==> config.mk <==
export PLATFORM = sky130hd
export DESIGN_NAME = hmti_pack
export DESIGN_NICKNAME = d
export VERILOG_FILES = /design/src/rtl/core/hmti_pkg.sv /design/src/rtl/core/hmti_pack.sv
export SDC_FILE = /design/constraint.sdc
export NUM_CORES = 1
export LEC_CHECK = 0
export CORE_MARGIN = 5
export CORE_UTILIZATION = 27
export DETAILED_ROUTE_END_ITERATION = 8
export DONT_BUFFER_PORTS = 1
export GPL_ROUTABILITY_DRIVEN = 0
export GPL_TIMING_DRIVEN = 0
export SLEW_MARGIN = 20
export SYNTH_ARGS = -nofsm -noshare
export SYNTH_HDL_FRONTEND = slang
export SYNTH_SLANG_ARGS = --single-unit
==> constraint.sdc <==
create_clock -name vclk -period 2.9
set_clock_uncertainty 0.2 [all_clocks]
set_input_delay 0.145 -clock vclk [all_inputs]
set_output_delay 0.145 -clock vclk [all_outputs]
set_load 0.03 [all_outputs]
==> src/rtl/core/hmti_pkg.sv <==
package hmti_pkg;

  // Item field widths
  localparam int POS_W    = 22;
  localparam int CORNER_W = 8;
  localparam int HEIGHT_W = 32;
  localparam int CELL_W   = 16;

  // binary32 packing
  localparam int MANT_W            = 23;
  localparam int NORM_W            = MANT_W + 1;
  localparam int EXP_W             = 8;
  localparam int FLOAT_BIAS        = 127;
  localparam int HEIGHT_SCALE_LOG2 = 11;
  localparam int LEAD_W            = $clog2(NORM_W);

  typedef struct packed {
    logic [POS_W-1:0]    pos_x;
    logic [POS_W-1:0]    pos_z;
    logic [CORNER_W-1:0] corner_origin;
    logic [CORNER_W-1:0] corner_right;
    logic [CORNER_W-1:0] corner_far;
    logic [CORNER_W-1:0] corner_below;
  } in_item_t;

  typedef struct packed {
    logic [HEIGHT_W-1:0] height_bits;
    logic [CELL_W-1:0]   cell_index;
  } out_item_t;

endpackage

==> src/rtl/core/hmti_pack.sv <==
module hmti_pack
  import hmti_pkg::*;
#(
  parameter int FRACTION_BITS = 14,
  parameter int V_W           = CORNER_W + FRACTION_BITS
) (
  input  logic [V_W-1:0]      v,
  output logic [HEIGHT_W-1:0] height_bits
);

  // exponent of the least significant bit of V, after the 2^11/Q scale
  localparam int EXP_OFFSET = FLOAT_BIAS + HEIGHT_SCALE_LOG2 - FRACTION_BITS;

  logic [NORM_W-1:0] ext;
  logic [NORM_W-1:0] norm;
  logic [LEAD_W-1:0] lead;
  logic [EXP_W-1:0]  expo;

  assign ext = NORM_W'(v);

  // leading-one position
  always_comb begin
    lead = '0;
    for (int i = 0; i < NORM_W; i++) begin
      if (ext[i]) begin
        lead = LEAD_W'(i);
      end
    end
  end

  assign norm = ext << (LEAD_W'(MANT_W) - lead);
  assign expo = EXP_W'(EXP_OFFSET) + EXP_W'(lead);

  // negative sign always; zero gives +0
  assign height_bits = (ext == '0) ? '0 : {1'b1, expo, norm[MANT_W-1:0]};

endmodule
## After elaboration in Yosys (flattened, before gate mapping)

Index checks and enable logic that the tools add are counted.

| storage, ports and cells | value |
|---|---|
| register bits after elaboration | 0 |
| logic and storage cells | 26 |
| output and inout bits | 32 |

| cells by class | value |
|---|---|
| add/subtract/negate cells | 2 |
| reductions and logical operators | 1 |
| muxes and demuxes | 22 |
| shift-type cells | 1 |

Operators by type and width:

| operator | count |
|---|---|
| 5-bit two-way mux | 20 |
| 32-bit two-way mux | 1 |
| 24-bit logical NOT | 1 |
| 22-bit by 5-bit << shifter with 23-bit output | 1 |
| 7-bit by 5-bit adder with 8-bit output, first input constant | 1 |
| 5-bit subtractor, first input constant | 1 |
| 1-bit two-way mux | 1 |

## Logic depth before layout (Yosys ltp)

| depth | value |
|---|---|
| word-level depth | 24 |
| mapped depth | 12 |

## Worst setup path after synthesis

OpenSTA, ideal clock, no wires.

| path | value |
|---|---|
| path type | input to output |
| start point | in v[11] |
| end point | out height_bits[19] |
| setup slack | -144 ps |
| arrival | 2,699 ps |
| path buffers | 2 |
| stages | 10 |
| data required time | 2,555 ps |
| cell sequence | buf_2 -> nor4_1 -> o31a_1 -> o21ai_1 -> nand2_2 -> inv_2 -> buf_1 -> mux2i_1 -> nand3_1 -> a311oi_1 |

| on the way | value |
|---|---|
| word-level cells in the longest chain between the ends | 14 |

Ends and longest elaborated chain:

| element | line | RTL |
|---|---|---|
| start, declared | hmti_pack.sv:7 | `input logic [V_W-1:0] v,` |
| 5-bit two-way mux (11 in series) | hmti_pack.sv:25 | `if (ext[i]) begin` |
| 5-bit subtractor | hmti_pack.sv:31 | `assign norm = ext << (LEAD_W'(MANT_W) - lead);` |
| 22-bit by 5-bit << shifter with 23-bit output | hmti_pack.sv:31 |  |
| 32-bit two-way mux (*) | hmti_pack.sv:35 | `assign height_bits = (ext == '0) ? '0 : {1'b1, expo, norm[MANT_W-1:0]};` |
| end, declared | hmti_pack.sv:8 | `output logic [HEIGHT_W-1:0] height_bits` |

Every way passes the cells marked *; elsewhere a longest branch is shown, timed or not.

## Final worst setup path

| path | value |
|---|---|
| start point | in v[12] |
| end point | out height_bits[18] |

| on the way | value |
|---|---|
| word-level cells in the longest chain between the ends | 13 |

Ends and longest elaborated chain:

| element | line |
|---|---|
| 5-bit two-way mux (10 in series) | hmti_pack.sv:25 |
| 5-bit subtractor | hmti_pack.sv:31 |
| 22-bit by 5-bit << shifter with 23-bit output | hmti_pack.sv:31 |
| 32-bit two-way mux (*) | hmti_pack.sv:35 |

Marks and branches as above.

==> key figures <==
CTS
  • Cts hold-fix bufs: 0
  • Setup bufs post-CTS: 0

Routing
  • Antenna Violating Nets Remaining: 0
  • Vias/cell: 6.16
  • Total number of vias: 1719
  • Wire per inst: 19.1 microns
  • DR DRC count: 0
  • First-pass detailed-route iteration total: 4
  • Final wirelength: 5330 microns
  • DR iter-0 viols: 219

Critical path
  • CP Depth: 11
  • Worst-path cell chain: or3_1 -> a221oi_2 -> o41ai_2 -> a21o_1 -> buf_6 -> clkinv_4 -> buf_12 -> a21oi_1 -> a2111oi_1 -> a31oi_1 -> a21oi_2
  • Req. time, crit path: 2.56 ns
  • Critical Path Slowest Stage Cell: a2111oi_1
  • Worst path bufs/invs: 3
  • CP Launch Type: input port
  • Critical path class: input port to output port
  • CP peak stage delay: 0.52 ns
  • Maximum fanout along the worst path: 10
  • Data arrival time of the critical path: 2.50 ns
  • Family with the most delay on the worst path: compound AO/OA/AOI/OAI gates
  • Kind of end point of the critical path: output port

Finish
  • ANT cells: 0
  • Commonest cells after routing, fill and taps aside: mux2i_1 (29), nor2_1 (20), nand2_1 (16)
  • Share of cells above drive strength 1: 27.3%
  • # clk buffers: 0
  • Area Overhead vs Synth: 29.0%
  • Nets: 236
  • Util after Layout: 35.2%
  • Commonest non-fill, non-tap cell in the layout: mux2i_1
  • FF/Latch Area: 0 sq um
  • Finished Layout Cells: 279
  • Sequential cells: 0

Placed design
  • Port Buffers: 0
  • Hpwl dp: 4170 microns
  • # placed instances: 280

Logic synthesis
  • Synth Area in Compound Gates: 34.2%
  • Synth warn: 0
  • Post-Synthesis Cells: 210
  • Seq/Total Area, Yosys: 0%
  • Post-synthesis xor/xnor area fraction: 0%
  • Mux contribution to synthesized area: 27.5%
  • Main combinational cell family by area after synthesis: compound AO/OA/AOI/OAI gates
  • Synth Area in Adders: 2.74%
  • Synth Area in Simple Gates: 25.7%
  • Syn nets: 235
  • Synthesized cell area: 1370 sq um
  • Cell variety after synth: 49
  • Synth Area per Inst: 6.52 sq um

STA
  • Pins over their slew limit: 0
  • Slew headroom: 57.5%
  • Post-route minimum period: 2.84 ns
  • Hold Vio Cnt, Final: 0
  • RSZ-0062 raised after global routing: true
  • Slew @ Worst Pin: 0.639 ns
  • Final setup vio count: 0
  • Fin crit share: 98.0%
  • Hold Slack: 0.360 ns
  • FMAX: 0.352 GHz
  • Setup tns final: 0 ns

Pwr
  • Comb power frac: 100.0%
  • Overall Power: 445 uW
  • Sw Ratio: 66.7%
  • LEAKAGE: 0.000649 uW
  • Total net switching power: 297 uW
  • Clk pwr share: 0%
  • Reg power frac: 0%
  • PwrDens: 252 nW/um^2
  • Total internal power: 148 uW
  • Max VDD drop: 0.0000696 V

Floorplanning
  • Die height: 81.2 microns
  • Rows: 26
  • CORE AREA: 5010 sq um
  • Die area: 6590 sq um
  • Initial core utilization: 27.3%
  • Die W: 81.2 microns
  • Ports: 54

Global route
  • First-pass GRT wire length: 8200 microns
  • Vias in the first global route: 1627
  • Gr usage total: 15.3%
  • GR Overflow Total: 0
  • Number of antenna violations at the first check in global routing: 0
  • Largest net degree at the start of global routing: 11

Run
  • Max Cap Viol: 0

Min path
  • HP Class: input port to output port
  • Hold depth: 2

Outcome
  • Status: finished clean
## layout make-up
cell class         count  area, sq um
fillers              553         3240
well taps             70         87.6
multi-input cells    184         1530
inverters             11         46.3
plain buffers         14         97.6
## power groups by stage
stage                     sequential (uW)  clock, uW  combinational, uW
after floorplan                         0          0                304
after global placement                  0          0                354
after detailed placement                0          0                355
after CTS                               0          0                390
after global routing                    0          0                473
final                                   0          0                445
## synthesized netlist by cell type (all sizes together) (2+ instances only)
| cell type | count | area [sq um] |
|---|---|---|
| clkbuf | 6 | 22.5 |
| mux2i | 36 | 377 |
| nand2b | 3 | 18.8 |
| o32ai | 2 | 17.5 |
| nor4 | 6 | 37.5 |
| o21ai | 11 | 55.1 |
| a211oi | 8 | 65.1 |
| o211ai | 2 | 15.0 |
| nand2 | 18 | 70.1 |
| a31oi | 5 | 31.3 |
| and2 | 2 | 12.5 |
| nand4 | 2 | 12.5 |
| nor2b | 4 | 25.0 |
| a2111oi | 2 | 23.8 |
| nand3 | 3 | 15.0 |
| buf | 9 | 66.3 |
| o31a | 2 | 17.5 |
| nor2 | 29 | 109 |
| inv | 10 | 37.5 |
| nor3 | 5 | 25.0 |
| o22ai | 9 | 56.3 |
| a221oi | 2 | 23.8 |
| a21oi | 17 | 85.1 |
| ha | 3 | 37.5 |
| o221ai | 2 | 17.5 |
## routing by layer
metal  vias up  routed length [microns]  global-route usage, %  part of all wire, %
met5         -                        0                      0                    0
met4         0                      161                   3.89                  3.0
met3        18                      547                   3.88                   10
met2        91                     2570                   27.0                   48
met1       809                     2050                   18.4                   38
li1        801                        -                      -                    -
## logic make-up (layout without fill, tap and decap cells)
logic type / Yosys count / in the layout
muxes: 36 / 36
adders and majority gates: 3 / 3
AOI/OAI and AO/OA: 69 / 69
and+or+nand+nor: 76 / 76
buffers and inverters: 26 / 25
## metrics by stage
step,area (sq um),setup slack [ns]
finish,1770,0.0567
global route,1770,-0.0487
CTS,1580,-0.0412
detailed placement,1460,-0.387
global placement,1460,-0.419
floorplan,1380,0.0232
## timing repair
action	4_1_cts	5_1_grt
resized for setup	24	44
setup endpoints to repair	23	26
pin swaps	0	2
## final timing paths
| check | startpoint | end | slack, ns |
|---|---|---|---|
| min | v[0] | height_bits[0] | 0.36 |
| max | v[12] | height_bits[18] | 0.06 |
Power figures use the tool's default switching activity.
